**src/sv/tfdc_pkg.sv**
```systemverilog
// Shared types and constants for the thermal fan duty controller.
// Holds field widths, register index codes, the register bank type and its reset image.
// No dependencies.
`default_nettype none

package tfdc_pkg;

   localparam int TEMP_W     = 10;
   localparam int HYST_W     = 8;
   localparam int DUTY_W     = 15;
   localparam int TICK_W     = 6;
   localparam int SETTLE_W   = 4;

   // multiplier: signed duty difference times unsigned temperature or tick offset
   localparam int MUL_A_W    = DUTY_W + 1;
   localparam int MUL_B_W    = TEMP_W + 1;
   localparam int PROD_W     = MUL_A_W + MUL_B_W + 1;

   // product magnitude stays below 1022 * 32767, so 25 bits cover it
   localparam int DIVD_W     = 25;
   localparam int DIVS_W     = TEMP_W;
   localparam int SUM_W      = DIVD_W + 2;

   localparam int CSR_ADDR_W = 5;
   localparam int CSR_DATA_W = 32;

   typedef enum logic [2:0] {
      REG_START_TEMP  = 3'd0,
      REG_STOP_HYST   = 3'd1,
      REG_FULL_TEMP   = 3'd2,
      REG_START_DUTY  = 3'd3,
      REG_RAMP_STEP   = 3'd4,
      REG_RUN_THRESH  = 3'd5,
      REG_CHECK_MIN   = 3'd6,
      REG_CHECK_MAX   = 3'd7
   } tfdc_reg_type;

   typedef struct packed {
      logic signed [TEMP_W-1:0] start_temp;
      logic [HYST_W-1:0]        stop_hysteresis;
      logic signed [TEMP_W-1:0] full_temp;
      logic [DUTY_W-1:0]        start_duty;
      logic [DUTY_W-1:0]        ramp_step;
      logic [DUTY_W-1:0]        run_threshold;
      logic [DUTY_W-1:0]        check_min_duty;
      logic [DUTY_W-1:0]        check_max_duty;
   } tfdc_cfg_type;

   localparam tfdc_cfg_type CFG_RESET = '{
      start_temp:      10'sd60,
      stop_hysteresis: 8'd3,
      full_temp:       10'sd100,
      start_duty:      15'd7000,
      ramp_step:       15'd320,
      run_threshold:   15'd200,
      check_min_duty:  15'd5000,
      check_max_duty:  15'd11000
   };

endpackage

`default_nettype wire

```
**src/sv/tfdc_div.sv**
```systemverilog
// Shared restoring divider: one quotient bit per cycle, unsigned magnitudes.
// Depends on tfdc_pkg for the dividend and divisor widths.
`default_nettype none

module tfdc_div (
   input  logic                        clock,
   input  logic                        reset,
   input  logic                        start,
   input  logic [tfdc_pkg::DIVD_W-1:0] dividend,
   input  logic [tfdc_pkg::DIVS_W-1:0] divisor,
   output logic                        done,
   output logic [tfdc_pkg::DIVD_W-1:0] quotient
);

   localparam int CNT_W = $clog2(tfdc_pkg::DIVD_W);
   localparam logic [CNT_W-1:0] LAST_STEP = CNT_W'(tfdc_pkg::DIVD_W - 1);

   logic                        busy_ff, busy_in;
   logic                        done_ff, done_in;
   logic [CNT_W-1:0]            cnt_ff, cnt_in;
   logic [tfdc_pkg::DIVS_W-1:0] rem_ff, rem_in;
   logic [tfdc_pkg::DIVD_W-1:0] quot_ff, quot_in;
   logic [tfdc_pkg::DIVS_W-1:0] dsr_ff, dsr_in;
   logic [tfdc_pkg::DIVS_W:0]   shifted;
   logic [tfdc_pkg::DIVS_W+1:0] trial;
   logic                        take;

   always_comb begin
      shifted = {rem_ff, quot_ff[tfdc_pkg::DIVD_W-1]};
      trial   = {1'b0, shifted} - {2'b00, dsr_ff};
      take    = ~trial[tfdc_pkg::DIVS_W+1];

      busy_in = busy_ff;
      done_in = 1'b0;
      cnt_in  = cnt_ff;
      rem_in  = rem_ff;
      quot_in = quot_ff;
      dsr_in  = dsr_ff;

      if (start) begin
         busy_in = 1'b1;
         cnt_in  = '0;
         rem_in  = '0;
         quot_in = dividend;
         dsr_in  = divisor;
      end else if (busy_ff) begin
         // shift in the next dividend bit, keep the difference when it fits
         rem_in  = take ? trial[tfdc_pkg::DIVS_W-1:0] : shifted[tfdc_pkg::DIVS_W-1:0];
         quot_in = {quot_ff[tfdc_pkg::DIVD_W-2:0], take};
         cnt_in  = cnt_ff + 1'b1;
         if (cnt_ff == LAST_STEP) begin
            busy_in = 1'b0;
            done_in = 1'b1;
         end
      end
   end

   always_ff @(posedge clock) begin
      if (reset) begin
         busy_ff <= 1'b0;
         done_ff <= 1'b0;
         cnt_ff  <= '0;
      end else begin
         busy_ff <= busy_in;
         done_ff <= done_in;
         cnt_ff  <= cnt_in;
      end
   end

   always_ff @(posedge clock) begin
      rem_ff  <= rem_in;
      quot_ff <= quot_in;
      dsr_ff  <= dsr_in;
   end

   assign done     = done_ff;
   assign quotient = quot_ff;

endmodule

`default_nettype wire

```
**src/sv/tfdc_csr.sv**
```systemverilog
// Control register bank behind an APB-style port, eight registers at 4-byte spacing.
// Depends on tfdc_pkg for the register type, index codes and reset image.
`default_nettype none

module tfdc_csr (
   input  logic                            clock,
   input  logic                            reset,
   input  logic                            csr_psel,
   input  logic                            csr_penable,
   input  logic                            csr_pwrite,
   input  logic [tfdc_pkg::CSR_ADDR_W-1:0] csr_paddr,
   input  logic [tfdc_pkg::CSR_DATA_W-1:0] csr_pwdata,
   output logic [tfdc_pkg::CSR_DATA_W-1:0] csr_prdata,
   output logic                            csr_pready,
   output tfdc_pkg::tfdc_cfg_type          cfg
);

   localparam int PAD_T = tfdc_pkg::CSR_DATA_W - tfdc_pkg::TEMP_W;

   tfdc_pkg::tfdc_cfg_type cfg_ff, cfg_in;
   tfdc_pkg::tfdc_reg_type reg_idx;
   logic                   wr_en;

   assign csr_pready = 1'b1;
   assign reg_idx    = tfdc_pkg::tfdc_reg_type'(csr_paddr[tfdc_pkg::CSR_ADDR_W-1:2]);
   assign wr_en      = csr_psel & csr_penable & csr_pwrite & csr_pready;

   always_comb begin
      cfg_in = cfg_ff;
      if (wr_en) begin
         unique case (reg_idx)
            tfdc_pkg::REG_START_TEMP:
               cfg_in.start_temp = $signed(csr_pwdata[tfdc_pkg::TEMP_W-1:0]);
            tfdc_pkg::REG_STOP_HYST:
               cfg_in.stop_hysteresis = csr_pwdata[tfdc_pkg::HYST_W-1:0];
            tfdc_pkg::REG_FULL_TEMP:
               cfg_in.full_temp = $signed(csr_pwdata[tfdc_pkg::TEMP_W-1:0]);
            tfdc_pkg::REG_START_DUTY:
               cfg_in.start_duty = csr_pwdata[tfdc_pkg::DUTY_W-1:0];
            tfdc_pkg::REG_RAMP_STEP:
               cfg_in.ramp_step = csr_pwdata[tfdc_pkg::DUTY_W-1:0];
            tfdc_pkg::REG_RUN_THRESH:
               cfg_in.run_threshold = csr_pwdata[tfdc_pkg::DUTY_W-1:0];
            tfdc_pkg::REG_CHECK_MIN:
               cfg_in.check_min_duty = csr_pwdata[tfdc_pkg::DUTY_W-1:0];
            tfdc_pkg::REG_CHECK_MAX:
               cfg_in.check_max_duty = csr_pwdata[tfdc_pkg::DUTY_W-1:0];
         endcase
      end
   end

   always_comb begin
      csr_prdata = '0;
      unique case (reg_idx)
         tfdc_pkg::REG_START_TEMP:
            csr_prdata = {{PAD_T{cfg_ff.start_temp[tfdc_pkg::TEMP_W-1]}}, cfg_ff.start_temp};
         tfdc_pkg::REG_STOP_HYST:
            csr_prdata = tfdc_pkg::CSR_DATA_W'(cfg_ff.stop_hysteresis);
         tfdc_pkg::REG_FULL_TEMP:
            csr_prdata = {{PAD_T{cfg_ff.full_temp[tfdc_pkg::TEMP_W-1]}}, cfg_ff.full_temp};
         tfdc_pkg::REG_START_DUTY:
            csr_prdata = tfdc_pkg::CSR_DATA_W'(cfg_ff.start_duty);
         tfdc_pkg::REG_RAMP_STEP:
            csr_prdata = tfdc_pkg::CSR_DATA_W'(cfg_ff.ramp_step);
         tfdc_pkg::REG_RUN_THRESH:
            csr_prdata = tfdc_pkg::CSR_DATA_W'(cfg_ff.run_threshold);
         tfdc_pkg::REG_CHECK_MIN:
            csr_prdata = tfdc_pkg::CSR_DATA_W'(cfg_ff.check_min_duty);
         tfdc_pkg::REG_CHECK_MAX:
            csr_prdata = tfdc_pkg::CSR_DATA_W'(cfg_ff.check_max_duty);
      endcase
   end

   always_ff @(posedge clock) begin
      if (reset) begin
         cfg_ff <= tfdc_pkg::CFG_RESET;
      end else begin
         cfg_ff <= cfg_in;
      end
   end

   assign cfg = cfg_ff;

endmodule

`default_nettype wire

```
**src/sv/thermal_fan_duty_controller_unit.sv**
```systemverilog
// channel  dir  handshake                 payload
// req      in   req_valid / req_stall     inside, outside and aux temperature
// rsp      out  rsp_valid / rsp_stall     duty value, duty written, fan running
// csr      in   APB-style, pready tied 1  eight control registers, 4-byte spacing
//
// A beat's result is registered after acceptance through these steps: max of the
// temperatures, one multiply, a 25-step pass through the shared restoring
// divider, target selection, then slew and commit. The next beat is taken only
// once the sequencer is back in idle, so beats never overlap in the datapath.
// req_stall is high from acceptance until the result is committed; a new beat
// is taken while an earlier result still waits under rsp_stall.
// Under rsp_stall the sequencer holds in its commit step. Synchronous reset
// clears loop state and restores the register defaults.
//
// Top level of the thermal fan duty controller: sequencer, datapath, result register.
// Depends on tfdc_pkg, tfdc_csr and tfdc_div.
`default_nettype none

module thermal_fan_duty_controller_unit #(
   parameter int CHECK_TICKS     = 50,
   parameter int SETTLE_TICKS    = 10,
   parameter int DUTY_FULL_SCALE = 20000
) (
   input  logic                              clock,
   input  logic                              reset,
   input  logic                              req_valid,
   output logic                              req_stall,
   input  logic signed [tfdc_pkg::TEMP_W-1:0] req_inside_temp,
   input  logic signed [tfdc_pkg::TEMP_W-1:0] req_outside_temp,
   input  logic signed [tfdc_pkg::TEMP_W-1:0] req_aux_temp,
   output logic                              rsp_valid,
   input  logic                              rsp_stall,
   output logic [tfdc_pkg::DUTY_W-1:0]       rsp_duty_value,
   output logic                              rsp_duty_written,
   output logic                              rsp_fan_running,
   input  logic                              csr_psel,
   input  logic                              csr_penable,
   input  logic                              csr_pwrite,
   input  logic [tfdc_pkg::CSR_ADDR_W-1:0]   csr_paddr,
   input  logic [tfdc_pkg::CSR_DATA_W-1:0]   csr_pwdata,
   output logic [tfdc_pkg::CSR_DATA_W-1:0]   csr_prdata,
   output logic                              csr_pready
);

   localparam int SWEEP_HALF = CHECK_TICKS / 2;
   localparam int SWEEP_DIV  = (SWEEP_HALF > 1) ? SWEEP_HALF - 1 : 1;

   localparam logic [tfdc_pkg::TICK_W-1:0]   TICKS_C  = tfdc_pkg::TICK_W'(CHECK_TICKS);
   localparam logic [tfdc_pkg::TICK_W-1:0]   HALF_C   = tfdc_pkg::TICK_W'(SWEEP_HALF);
   localparam logic [tfdc_pkg::DIVS_W-1:0]   SDIV_C   = tfdc_pkg::DIVS_W'(SWEEP_DIV);
   localparam logic [tfdc_pkg::SETTLE_W-1:0] SETTLE_C = tfdc_pkg::SETTLE_W'(SETTLE_TICKS);
   localparam logic [tfdc_pkg::DUTY_W-1:0]   FULL_C   = tfdc_pkg::DUTY_W'(DUTY_FULL_SCALE);

   typedef enum logic [5:0] {
      ST_IDLE = 6'b000001,
      ST_MAX  = 6'b000010,
      ST_MUL  = 6'b000100,
      ST_DIV  = 6'b001000,
      ST_TGT  = 6'b010000,
      ST_DONE = 6'b100000
   } state_type;

   function automatic logic [tfdc_pkg::DUTY_W-1:0] sat_duty(
      input logic signed [tfdc_pkg::SUM_W-1:0] v
   );
      logic [tfdc_pkg::DUTY_W-1:0] r;
      if (v < 0) begin
         r = '0;
      end else if (v > $signed(tfdc_pkg::SUM_W'(FULL_C))) begin
         r = FULL_C;
      end else begin
         r = v[tfdc_pkg::DUTY_W-1:0];
      end
      return r;
   endfunction

   tfdc_pkg::tfdc_cfg_type cfg;

   state_type state_ff, state_in;

   // beat payload and intermediate results
   logic signed [tfdc_pkg::TEMP_W-1:0] temp0_ff, temp1_ff, temp2_ff;
   logic signed [tfdc_pkg::TEMP_W-1:0] tmax_ff, tmax_in;
   logic                               fan_next_ff, fan_next_in;
   logic signed [tfdc_pkg::PROD_W-1:0] prod_ff, prod_in;
   logic [tfdc_pkg::DIVS_W-1:0]        divisor_ff, divisor_in;
   logic                               div_go_ff, div_go_in;
   logic [tfdc_pkg::DUTY_W-1:0]        target_ff, target_in;

   // loop state
   logic [tfdc_pkg::DUTY_W-1:0]   current_duty_ff, current_duty_in;
   logic                          fan_on_ff, fan_on_in;
   logic [tfdc_pkg::SETTLE_W-1:0] settle_ff, settle_in;
   logic                          ramp_en_ff, ramp_en_in;
   logic                          running_ff, running_in;
   logic [tfdc_pkg::TICK_W-1:0]   check_tick_ff, check_tick_in;
   logic                          check_done_ff, check_done_in;

   // result register
   logic                        rsp_valid_ff, rsp_valid_in;
   logic [tfdc_pkg::DUTY_W-1:0] rsp_duty_ff, rsp_duty_in;
   logic                        rsp_written_ff, rsp_written_in;
   logic                        rsp_running_ff, rsp_running_in;

   logic                               accept;
   logic                               commit;
   logic                               sweep_mode;
   logic                               sweep_low;
   logic signed [tfdc_pkg::TEMP_W-1:0] t01;
   logic signed [tfdc_pkg::TEMP_W:0]   tmax_x, start_x, full_x, off_temp, t_rel, span_t;
   logic [tfdc_pkg::TICK_W-1:0]        tick_off;
   logic signed [tfdc_pkg::MUL_A_W-1:0] mul_a;
   logic [tfdc_pkg::MUL_B_W-1:0]       mul_b;
   logic [tfdc_pkg::PROD_W-1:0]        prod_abs;
   logic                               prod_neg;
   logic                               div_done;
   logic [tfdc_pkg::DIVD_W-1:0]        div_quot;
   logic [tfdc_pkg::DUTY_W-1:0]        lin_base;
   logic                               lin_sub;
   logic signed [tfdc_pkg::SUM_W-1:0]  base_x, quot_x, lin_sum;
   logic [tfdc_pkg::DUTY_W-1:0]        lin_duty;
   logic [tfdc_pkg::DUTY_W-1:0]        cd0;
   logic [tfdc_pkg::SETTLE_W-1:0]      sc0, sc1;
   logic                               re0, rf0;
   logic [tfdc_pkg::DUTY_W-1:0]        gap, slewed;

   tfdc_csr u_csr (
      .clock       (clock),
      .reset       (reset),
      .csr_psel    (csr_psel),
      .csr_penable (csr_penable),
      .csr_pwrite  (csr_pwrite),
      .csr_paddr   (csr_paddr),
      .csr_pwdata  (csr_pwdata),
      .csr_prdata  (csr_prdata),
      .csr_pready  (csr_pready),
      .cfg         (cfg)
   );

   tfdc_div u_div (
      .clock    (clock),
      .reset    (reset),
      .start    (div_go_ff),
      .dividend (prod_abs[tfdc_pkg::DIVD_W-1:0]),
      .divisor  (divisor_ff),
      .done     (div_done),
      .quotient (div_quot)
   );

   assign req_stall = (state_ff != ST_IDLE);
   assign accept    = req_valid & ~req_stall;
   assign commit    = (state_ff == ST_DONE) & (~rsp_valid_ff | ~rsp_stall);

   assign sweep_mode = (check_tick_ff < TICKS_C);
   assign sweep_low  = (check_tick_ff < HALF_C);

   // sequencer
   always_comb begin
      state_in  = state_ff;
      div_go_in = 1'b0;
      unique case (state_ff)
         ST_IDLE: begin
            if (accept) state_in = ST_MAX;
         end
         ST_MAX: state_in = ST_MUL;
         ST_MUL: begin
            state_in  = ST_DIV;
            div_go_in = 1'b1;
         end
         ST_DIV: begin
            if (div_done) state_in = ST_TGT;
         end
         ST_TGT: state_in = ST_DONE;
         ST_DONE: begin
            if (commit) state_in = ST_IDLE;
         end
         default: state_in = ST_IDLE;
      endcase
   end

   // hottest sample, switch decision and the multiply feeding the divider
   always_comb begin
      t01     = (temp1_ff > temp0_ff) ? temp1_ff : temp0_ff;
      tmax_in = (state_ff == ST_MAX) ? ((temp2_ff > t01) ? temp2_ff : t01) : tmax_ff;

      tmax_x   = {tmax_ff[tfdc_pkg::TEMP_W-1], tmax_ff};
      start_x  = {cfg.start_temp[tfdc_pkg::TEMP_W-1], cfg.start_temp};
      full_x   = {cfg.full_temp[tfdc_pkg::TEMP_W-1], cfg.full_temp};
      off_temp = start_x - $signed({{(tfdc_pkg::TEMP_W + 1 - tfdc_pkg::HYST_W){1'b0}},
                                    cfg.stop_hysteresis});
      t_rel    = tmax_x - start_x;
      span_t   = full_x - start_x;

      // switch-on wins over switch-off when the hysteresis is zero
      fan_next_in = fan_on_ff;
      if (tmax_x <= off_temp) fan_next_in = 1'b0;
      if (tmax_x >= start_x) fan_next_in = 1'b1;
      if (state_ff != ST_MUL) fan_next_in = fan_next_ff;

      tick_off = sweep_low ? check_tick_ff : check_tick_ff - HALF_C;
      if (sweep_mode) begin
         mul_a      = $signed({1'b0, cfg.check_max_duty}) - $signed({1'b0, cfg.check_min_duty});
         mul_b      = tfdc_pkg::MUL_B_W'(tick_off);
         divisor_in = SDIV_C;
      end else begin
         mul_a      = $signed({1'b0, FULL_C}) - $signed({1'b0, cfg.start_duty});
         mul_b      = t_rel;
         divisor_in = span_t[tfdc_pkg::DIVS_W-1:0];
      end
      prod_in = tfdc_pkg::PROD_W'(mul_a) * tfdc_pkg::PROD_W'($signed({1'b0, mul_b}));
      if (state_ff != ST_MUL) begin
         prod_in    = prod_ff;
         divisor_in = divisor_ff;
      end

      prod_neg = prod_ff[tfdc_pkg::PROD_W-1];
      prod_abs = prod_neg ? tfdc_pkg::PROD_W'(-prod_ff) : prod_ff;
   end

   // target duty from the truncated quotient; the sign folds into add or subtract
   always_comb begin
      if (sweep_mode) begin
         lin_base = sweep_low ? cfg.check_min_duty : cfg.check_max_duty;
         lin_sub  = sweep_low ? prod_neg : ~prod_neg;
      end else begin
         lin_base = cfg.start_duty;
         lin_sub  = prod_neg;
      end
      base_x   = $signed(tfdc_pkg::SUM_W'(lin_base));
      quot_x   = $signed(tfdc_pkg::SUM_W'(div_quot));
      lin_sum  = lin_sub ? base_x - quot_x : base_x + quot_x;
      lin_duty = sat_duty(lin_sum);

      if (sweep_mode) begin
         target_in = lin_duty;
      end else if (!fan_next_ff) begin
         target_in = '0;
      end else if (tmax_x >= full_x) begin
         target_in = FULL_C;
      end else if (tmax_x < start_x) begin
         target_in = sat_duty($signed(tfdc_pkg::SUM_W'(cfg.start_duty)));
      end else begin
         target_in = lin_duty;
      end
      if (state_ff != ST_TGT) target_in = target_ff;
   end

   // loop state update and result beat
   always_comb begin
      cd0 = check_done_ff ? '0 : current_duty_ff;
      sc0 = check_done_ff ? '0 : settle_ff;
      re0 = check_done_ff ? 1'b0 : ramp_en_ff;
      rf0 = check_done_ff ? 1'b0 : running_ff;
      sc1 = sc0 + 1'b1;

      if (cd0 < target_ff) begin
         gap    = target_ff - cd0;
         slewed = (gap > cfg.ramp_step) ? cd0 + cfg.ramp_step : target_ff;
      end else begin
         gap    = cd0 - target_ff;
         slewed = (gap > cfg.ramp_step) ? cd0 - cfg.ramp_step : target_ff;
      end

      current_duty_in = current_duty_ff;
      fan_on_in       = fan_on_ff;
      settle_in       = settle_ff;
      ramp_en_in      = ramp_en_ff;
      running_in      = running_ff;
      check_tick_in   = check_tick_ff;
      check_done_in   = check_done_ff;
      rsp_duty_in     = rsp_duty_ff;
      rsp_written_in  = rsp_written_ff;
      rsp_running_in  = rsp_running_ff;
      rsp_valid_in    = rsp_valid_ff & rsp_stall;

      if (commit) begin
         rsp_valid_in = 1'b1;
         if (sweep_mode) begin
            current_duty_in = target_ff;
            check_tick_in   = check_tick_ff + 1'b1;
            check_done_in   = (check_tick_in >= TICKS_C);
            settle_in       = sc0;
            ramp_en_in      = re0;
            running_in      = 1'b1;
            rsp_written_in  = 1'b1;
         end else begin
            fan_on_in     = fan_next_ff;
            check_done_in = 1'b0;
            if (sc1 >= SETTLE_C) begin
               settle_in  = '0;
               ramp_en_in = 1'b1;
            end else begin
               settle_in  = sc1;
               ramp_en_in = re0;
            end
            if (ramp_en_in) begin
               current_duty_in = slewed;
               running_in      = (slewed > cfg.run_threshold);
               rsp_written_in  = 1'b1;
            end else begin
               current_duty_in = cd0;
               running_in      = rf0;
               rsp_written_in  = check_done_ff;
            end
         end
         rsp_duty_in    = current_duty_in;
         rsp_running_in = running_in;
      end
   end

   always_ff @(posedge clock) begin
      if (reset) begin
         state_ff        <= ST_IDLE;
         div_go_ff       <= 1'b0;
         current_duty_ff <= '0;
         fan_on_ff       <= 1'b0;
         settle_ff       <= '0;
         ramp_en_ff      <= 1'b0;
         running_ff      <= 1'b0;
         check_tick_ff   <= '0;
         check_done_ff   <= 1'b0;
         rsp_valid_ff    <= 1'b0;
      end else begin
         state_ff        <= state_in;
         div_go_ff       <= div_go_in;
         current_duty_ff <= current_duty_in;
         fan_on_ff       <= fan_on_in;
         settle_ff       <= settle_in;
         ramp_en_ff      <= ramp_en_in;
         running_ff      <= running_in;
         check_tick_ff   <= check_tick_in;
         check_done_ff   <= check_done_in;
         rsp_valid_ff    <= rsp_valid_in;
      end
   end

   always_ff @(posedge clock) begin
      if (accept) begin
         temp0_ff <= req_inside_temp;
         temp1_ff <= req_outside_temp;
         temp2_ff <= req_aux_temp;
      end
      tmax_ff        <= tmax_in;
      fan_next_ff    <= fan_next_in;
      prod_ff        <= prod_in;
      divisor_ff     <= divisor_in;
      target_ff      <= target_in;
      rsp_duty_ff    <= rsp_duty_in;
      rsp_written_ff <= rsp_written_in;
      rsp_running_ff <= rsp_running_in;
   end

   assign rsp_valid        = rsp_valid_ff;
   assign rsp_duty_value   = rsp_duty_ff;
   assign rsp_duty_written = rsp_written_ff;
   assign rsp_fan_running  = rsp_running_ff;

`ifndef SYNTHESIS
   a_rsp_from_commit: assert property (@(posedge clock) disable iff (reset)
      $rose(rsp_valid_ff) |-> $past(state_ff == ST_DONE))
      else $error("result beat raised outside the commit step");

   a_duty_in_scale: assert property (@(posedge clock) disable iff (reset)
      rsp_valid_ff |-> (rsp_duty_ff <= FULL_C))
      else $error("duty beyond full scale");

   a_sweep_end_flags: assert property (@(posedge clock) disable iff (reset)
      (rsp_valid_ff && check_done_ff) |-> (rsp_running_ff && rsp_written_ff))
      else $error("last sweep beat lost its running or written flag");

   a_div_done_in_div: assert property (@(posedge clock) disable iff (reset)
      div_done |-> (state_ff == ST_DIV))
      else $error("divider finished outside the divide step");

   a_tick_bound: assert property (@(posedge clock) disable iff (reset)
      check_tick_ff <= TICKS_C)
      else $error("sweep tick ran past its end");
`endif

endmodule

`default_nettype wire
```
**config.mk**
```make
export PLATFORM = sky130hd
export DESIGN_NAME = thermal_fan_duty_controller_unit
export DESIGN_NICKNAME = d
export VERILOG_FILES = /design/src/sv/tfdc_pkg.sv /design/src/sv/tfdc_div.sv /design/src/sv/tfdc_csr.sv /design/src/sv/thermal_fan_duty_controller_unit.sv
export SDC_FILE = /design/constraint.sdc
export NUM_CORES = 2
export LEC_CHECK = 0
export BUFFER_PORTS_ARGS = -buffer_cell sky130_fd_sc_hd__buf_4
export CORE_UTILIZATION = 55
export DETAILED_ROUTE_END_ITERATION = 10
export GPL_TIMING_DRIVEN = 1
export HOLD_SLACK_MARGIN = 0.1
export PLACE_DENSITY = 0.8
export SLEW_MARGIN = 20
export SYNTH_ARGS = -nofsm -noshare
export SYNTH_HDL_FRONTEND = slang
export SYNTH_HIERARCHICAL = 1
export SYNTH_SLANG_ARGS = --single-unit
```
**constraint.sdc**
```tcl
create_clock -name clock -period 9.3 [get_ports clock]
set_clock_uncertainty 0.1 [all_clocks]
set_input_delay 0.465 -clock clock [delete_from_list [all_inputs] [get_ports clock]]
set_output_delay 0.465 -clock clock [all_outputs]
set_load 0.01 [all_outputs]
```
# After elaboration in Yosys (flattened, before gate mapping)
# Cells that the tools add are included.
[word_totals] regBits=303 inputBits=74 elab_cells=170
[classes] addsub=17 multipliers=1 order_cmp=17 n_eq_ne=20 mux=51 bitwise_logic=13 n_reduce_logical=16
[ops] cell="case mux 32 bit (8 select lines)" count=1
[ops] cell="2-to-1 mux 15 bit" count=15
[ops] cell="2-to-1 mux 25 bit" count=3
[ops] cell="greater-than comparator 15 bit" count=3
[ops] cell="subtractor 15 bit" count=3
[ops] cell="case mux 6 bit (6 select lines)" count=1
[ops] cell="2-to-1 mux 10 bit" count=3
[ops] cell="multiplier 16 x 12 -> 28 bit" count=1
[ops] cell="greater-than comparator 27 x 16 -> 1 bit (second input constant)" count=1
[ops] cell="less-than comparator 27 x 1 -> 1 bit (second input constant)" count=1
[ops] cell="2-to-1 mux 27 bit" count=1
[ops] cell="adder 15 x 25 -> 26 bit" count=1
[ops] cell="subtractor 15 x 25 -> 26 bit" count=1
[ops] cell="negation 25 bit" count=1
[ops] cell="2-to-1 mux 6 bit" count=4
[ops] cell=">= comparator 10 bit" count=2
[ops] cell="greater-than comparator 10 bit" count=2
[ops] cell="AND reduction 2 bit" count=10
[ops] cell="2-to-1 mux 1 bit" count=18
[ops] cell="2-to-1 mux 16 bit" count=1
[ops] cell="subtractor 15 x 15 -> 16 bit" count=1
[ops] cell="subtractor 15 x 15 -> 16 bit (first input constant)" count=1
[ops] cell="adder 15 bit" count=1
[ops] cell="greater-than comparator 15 bit (second input constant)" count=1
[ops] cell="other kinds (40)" count=58

# Longest topological paths before layout
[logic_depth] depth_word=12 depth_mapped=40 mapped_depth_nobuf=37

# Modules after synthesis
# The synthesis kept the hierarchy.
[modules_own_cells] module="thermal_fan_duty_controller_unit" instances=1 cells_per_inst=2701 area_each_um2=22445.3
[modules_own_cells] module="tfdc_csr" instances=1 cells_per_inst=612 area_each_um2=4849.7
[modules_own_cells] module="tfdc_div" instances=1 cells_per_inst=200 area_each_um2=2523.7

# Worst setup path after synthesis
# Ideal clock, no wire load.
[synth_timing] path_type="reg2reg" startpoint="register tmax_ff[0] (netlist bit)" endpoint="register prod_ff[27] (netlist bit), data pin" setup_ps=259 t_arrival_ps=7498 required_ps=8941 setup_slack_ps=1443 stages_incl_launch_ff=32 n_path_buf=0 synth_period_minus_slack_ps=7857 path_cell_list="edfxtp_1 inv_1 ha_1 inv_1 fa_1 a21o_1 a21oi_1 nand2b_1 a21boi_0 o21a_1 o21a_1 o21a_1 nor3_1 nand2_1 fa_1 inv_1 fa_1 fa_1 fa_1 inv_1 fa_1 inv_1 ha_1 a21o_1 a21o_1 a21oi_1 o31ai_1 a221oi_1 o21bai_1 a21oi_1 a21oi_1 xnor2_1"
[synth_between] elab_chain_len=3
[synth_lines] element="from (decl)" line="thermal_fan_duty_controller_unit.sv:83" text="logic signed [tfdc_pkg::TEMP_W-1:0] tmax_ff, tmax_in;"
[synth_lines] element="from (signal assigned)" line="thermal_fan_duty_controller_unit.sv:343" text="tmax_ff <= tmax_in;"
[synth_lines] element="subtractor 10 x 10 -> 11 bit" line="thermal_fan_duty_controller_unit.sv:191" text="t_rel = tmax_x - start_x;"
[synth_lines] element="2-to-1 mux 11 bit" line="thermal_fan_duty_controller_unit.sv:201" text="if (sweep_mode) begin"
[synth_lines] element="multiplier 16 x 12 -> 28 bit" line="thermal_fan_duty_controller_unit.sv:210" text="prod_in = tfdc_pkg::PROD_W'(mul_a) * tfdc_pkg::PROD_W'($signed({1'b0, mul_b}));"
[synth_lines] element="to (signal assigned)" line="thermal_fan_duty_controller_unit.sv:345" text="prod_ff <= prod_in;"
[synth_lines] element="to (decl)" line="thermal_fan_duty_controller_unit.sv:85" text="logic signed [tfdc_pkg::PROD_W-1:0] prod_ff, prod_in;"
# Every way passes these cells.
# A chain may end at the register's enable or synchronous reset.

# Worst setup path in the final report
[layout_timing] startpoint="register u_csr.cfg_ff (netlist bit u_csr/cfg[94])" endpoint="register prod_ff[27] (netlist bit), data pin"
[layout_between] elab_chain_len=3
[layout_lines] element="from (decl)" line="tfdc_csr.sv:20" text="tfdc_pkg::tfdc_cfg_type cfg_ff, cfg_in;"
[layout_lines] element="from (signal assigned)" line="tfdc_csr.sv:76" text="cfg_ff <= tfdc_pkg::CFG_RESET;"
[layout_lines] element="from (signal assigned)" line="tfdc_csr.sv:78" text="cfg_ff <= cfg_in;"
[layout_lines] element="subtractor 10 x 10 -> 11 bit" line="thermal_fan_duty_controller_unit.sv:191"
[layout_lines] element="2-to-1 mux 11 bit" line="thermal_fan_duty_controller_unit.sv:201"
[layout_lines] element="multiplier 16 x 12 -> 28 bit" line="thermal_fan_duty_controller_unit.sv:210"
# Every way passes these cells.

==> flow_summary.toml <==
[final_layout]
final_cells = 4292
nets = 4122
antenna_cells = 0
syn2layout_area_growth_pct = 9.277
layout-drive-gt1-share = 0.08269
fill_cells = 4426
postLayoutCellArea_um2 = 32590

[critical_path]
reg2reg_depth = 29
rrSetupSlack_ns = 0.75
r2r_end = "prod_ff[27]"
cp_max_fo = 11
cpPeakStageDelay_ns = 0.56
crit_slowest_cell = "fa_1"
cp-start-kind = "flip-flop"
cp_common_cell = "fa_1"
end_kind = "flip-flop"
arrival_ns = 8.77
worstPathRequired_ns = 9.52
r2r_start = "u_csr/cfg[94]"
crit_type = "flip-flop to flip-flop"

[yosys]
synthesis.area_um2 = 29820
synthFlopType = "dfxtp_1"
synth-edff-count = 144
netlist_instances = 3513
ys_ff_latch = 301
ys_warn_count = 6
synth_cell_types = 96
ys_seq_area_frac = 0.2504
postSynthAreaPerCell_um2 = 8.488
synthesis.nets = 4058
async_flop_share = 0

[clock_network]
cts_tree = "done"
htree_levels = 2
insertion_delay_ns = 0.57
clkSinkCount = 301
clock_path_buffers = 3
numCtsBuffers = 35
clkTransAtPathRegs_ns = 0.06
cts_root_buf = "clkbuf_16"

[die]
std_cell_rows = 84
core_um2 = 53080
ioPinCount = 126
dieArea_um2 = 55150
die_x_um = 234.8
die_y_um = 234.8
start_util = 0.5618

[timing]
tightest_slew_ns = 1.050
tns_ns = 0
slew_headroom = 0.2929
setup_violations = 0
timing.final.crit_period_ns = 8.551
slew_violations = 0
grt_setup_unrepaired = "no"
clock.fmax_ghz = 0.1169
final.period_utilization = 0.9195
hold_violations = 0
setup_slack_ns = 0.7487

[detailed_routing]
drcViolationCount = 0
drt-initial-drc-count = 2685
first_pass_iters = 6
wl_per_cell_um = 19.09
num_vias = 25860
vias_per_cell = 6.024
drt_wl_total_um = 81920
postRouteAntennaNets = 0

[hold_path]
hold_start = "csr_pwdata[4]"
hold_class = "input pin to flip-flop"
min_path_cells = 3
hold_end = "u_csr/cfg[79]"

[global_route]
grt_pass1_wl_um = 129900
grt_start_max_net_pins = 86
track_usage = 0.2935
antenna_found_initial = 0
overflow = 0
first_global_vias = 24470

[placement]
dp.cells = 4190
place.port_buffers = 105
dpl.hpwl_um = 62960
placed_area_um2 = 31050
gp_congestion = 1.008
dp_worst_setup_slack_ns = 0.7889

[pwr]
leakage_uw = 0.01426
powerDensity_nw_per_um2 = 127.6
total_power_uw = 4158
peakVddDrop_v = 0.0001988

[run]
max_cap_viol_count = 0

[run_status]
status = "finished clean"
-- worst max path at each step --
stage	endpoint	startpoint	cells past startpoint	slack, ns
floorplan	prod_ff[27]	tmax_ff[0]	31	1.44
global placement	prod_ff[27]	u_csr/cfg[94]	29	0.92
detailed placement	prod_ff[27]	u_csr/cfg[94]	29	0.79
CTS	prod_ff[27]	u_csr/cfg[94]	29	0.76
global route	prod_ff[27]	u_csr/cfg[94]	31	0.17
finish	prod_ff[27]	u_csr/cfg[94]	29	0.75
-- cell usage in the layout (no fill, tap or decap), types with 15 or more instances in the layout --
cell type / instances
a211oi_1: 25
a21o_1: 42
a21oi_1: 217
a221oi_1: 16
a22oi_1: 27
a31oi_1: 27
and2_1: 32
buf_4: 147
clkbuf_16: 36
dfxtp_1: 156
dlygate4sd3_1: 38
edfxtp_1: 144
fa_1: 172
ha_1: 299
inv_1: 487
mux2_2: 36
mux2i_1: 47
nand2_1: 454
nand2b_1: 35
nand3_1: 31
nand3b_1: 38
nand4_1: 25
nor2_1: 244
nor2b_1: 48
nor3_1: 77
o21a_1: 58
o21ai_0: 114
o21bai_1: 15
o22ai_1: 26
o31ai_1: 23
or3_1: 26
xnor2_1: 101
xor2_1: 51
-- timing repair --
action                    in CTS  in global routing
setup buffers                  0                  0
hold endpoints to repair      56                  0
hold buffers                  38                  0
gates resized for setup        0                  0
-- report_power, final --
part | total [µW] | switching (µW) | internal (µW)
clock | 1380 | 601 | 777
combinational | 1210 | 691 | 523
sequential | 1570 | 71.7 | 1490
total | 4160 | 1360 | 2790
-- cell families (layout without fill, tap and decap cells) --
group,count (synthesis),count (layout),synth area share
multiplexers,88,88,0.03315
AO/OA/AOI/OAI,749,749,0.1676
AND/OR/NAND/NOR,1103,1103,0.1743
buffers and inverters,646,737,0.08732
other,1,1,0.0001258
adder cells (fa/ha/maj),471,471,0.2409
XOR/XNOR,154,154,0.04611
flip-flops,301,301,0.2504
-- stage by stage --
stage / hold slack [ns] / util
floorplan: 0.3003 / -
global placement: 0.3028 / 0.5851
detailed placement: 0.3045 / 0.5851
CTS: 0.1042 / 0.6137
global route: 0.1250 / 0.6139
finish: 0.1346 / 0.6139
-- area by class of cell --
| type | count | area [µm²] | share of cell area |
|---|---|---|---|
| Sequential cell | 301 | 7468 | 0.2292 |
| Tap cell | 688 | 860.8 | 0.02642 |
| Clock buffer | 44 | 960.9 | 0.02949 |
| Inverter | 488 | 1832 | 0.05621 |
| Clock inverter | 20 | 177.7 | 0.005453 |
| Multi-Input combinational cell | 2566 | 19800 | 0.6077 |
| Timing Repair Buffer | 185 | 1484 | 0.04554 |
-- state kept, by name (all words and copies together) (netlist names), 4 cells and up --
register and count:
u_div/dsr_ff 10, temp0_ff 10, u_div/quotient 25, u_div/rem_ff 10
target_ff 15, prod_ff 26, rsp_duty_value 15, temp2_ff 10
state_ff 6, tmax_ff 10, check_tick_ff 6, u_div/cnt_ff 5
u_csr/cfg 103, settle_ff 4, current_duty_ff 15, divisor_ff 10
temp1_ff 10
-- worst max-delay path, delay by kind of cell (launching register included) --
kind / cells / cell delay [ns]
compound gates: 14 / 3.13
xor+xnor: 1 / 0.16
fa+ha+maj: 7 / 3.33
buf+inv: 4 / 0.31
flops: 1 / 0.52
simple gates: 3 / 0.76
-- layer usage --
metal / vias to the layer above / routed length (µm) / track usage
li1: 12140 / - / -
met1: 12240 / 32950 / 0.3901
met2: 1226 / 37250 / 0.4683
met3: 255 / 7904 / 0.05099
met4: 0 / 3814 / 0.1320
met5: - / 0 / 0
-- synthesized netlist by cell type (all sizes together) (10+ instances only) --
cell | n | area [µm²]
o21ai | 118 | 590.6
nor3b | 12 | 90.09
nand3 | 31 | 155.2
nand2 | 454 | 1704
ha | 299 | 3741
nor3 | 80 | 410.4
o31a | 10 | 87.58
inv | 488 | 1832
or3 | 26 | 162.7
dfxtp | 157 | 3143
o21bai | 15 | 112.6
fa | 172 | 3443
o31ai | 25 | 187.7
nor2 | 250 | 950.9
or2 | 14 | 87.58
o21a | 58 | 435.4
edfxtp | 144 | 4324
nor2b | 48 | 300.3
a211oi | 26 | 207.7
a21oi | 217 | 1086
a21boi | 10 | 75.07
o211ai | 14 | 105.1
nor4 | 16 | 115.1
mux2 | 36 | 405.4
a22oi | 27 | 202.7
a21o | 42 | 315.3
a32o | 11 | 110.1
a31oi | 27 | 168.9
xnor2 | 102 | 900.9
nand3b | 38 | 285.3
and3 | 13 | 81.33
xor2 | 52 | 474.2
nand2b | 38 | 250.2
and2 | 33 | 209.0
clkbuf | 91 | 342.8
o22ai | 26 | 162.7
mux2i | 47 | 470.5
buf | 67 | 429.2
nand4 | 26 | 177.7
a221oi | 16 | 140.1
(Power assumes the default switching activity.)
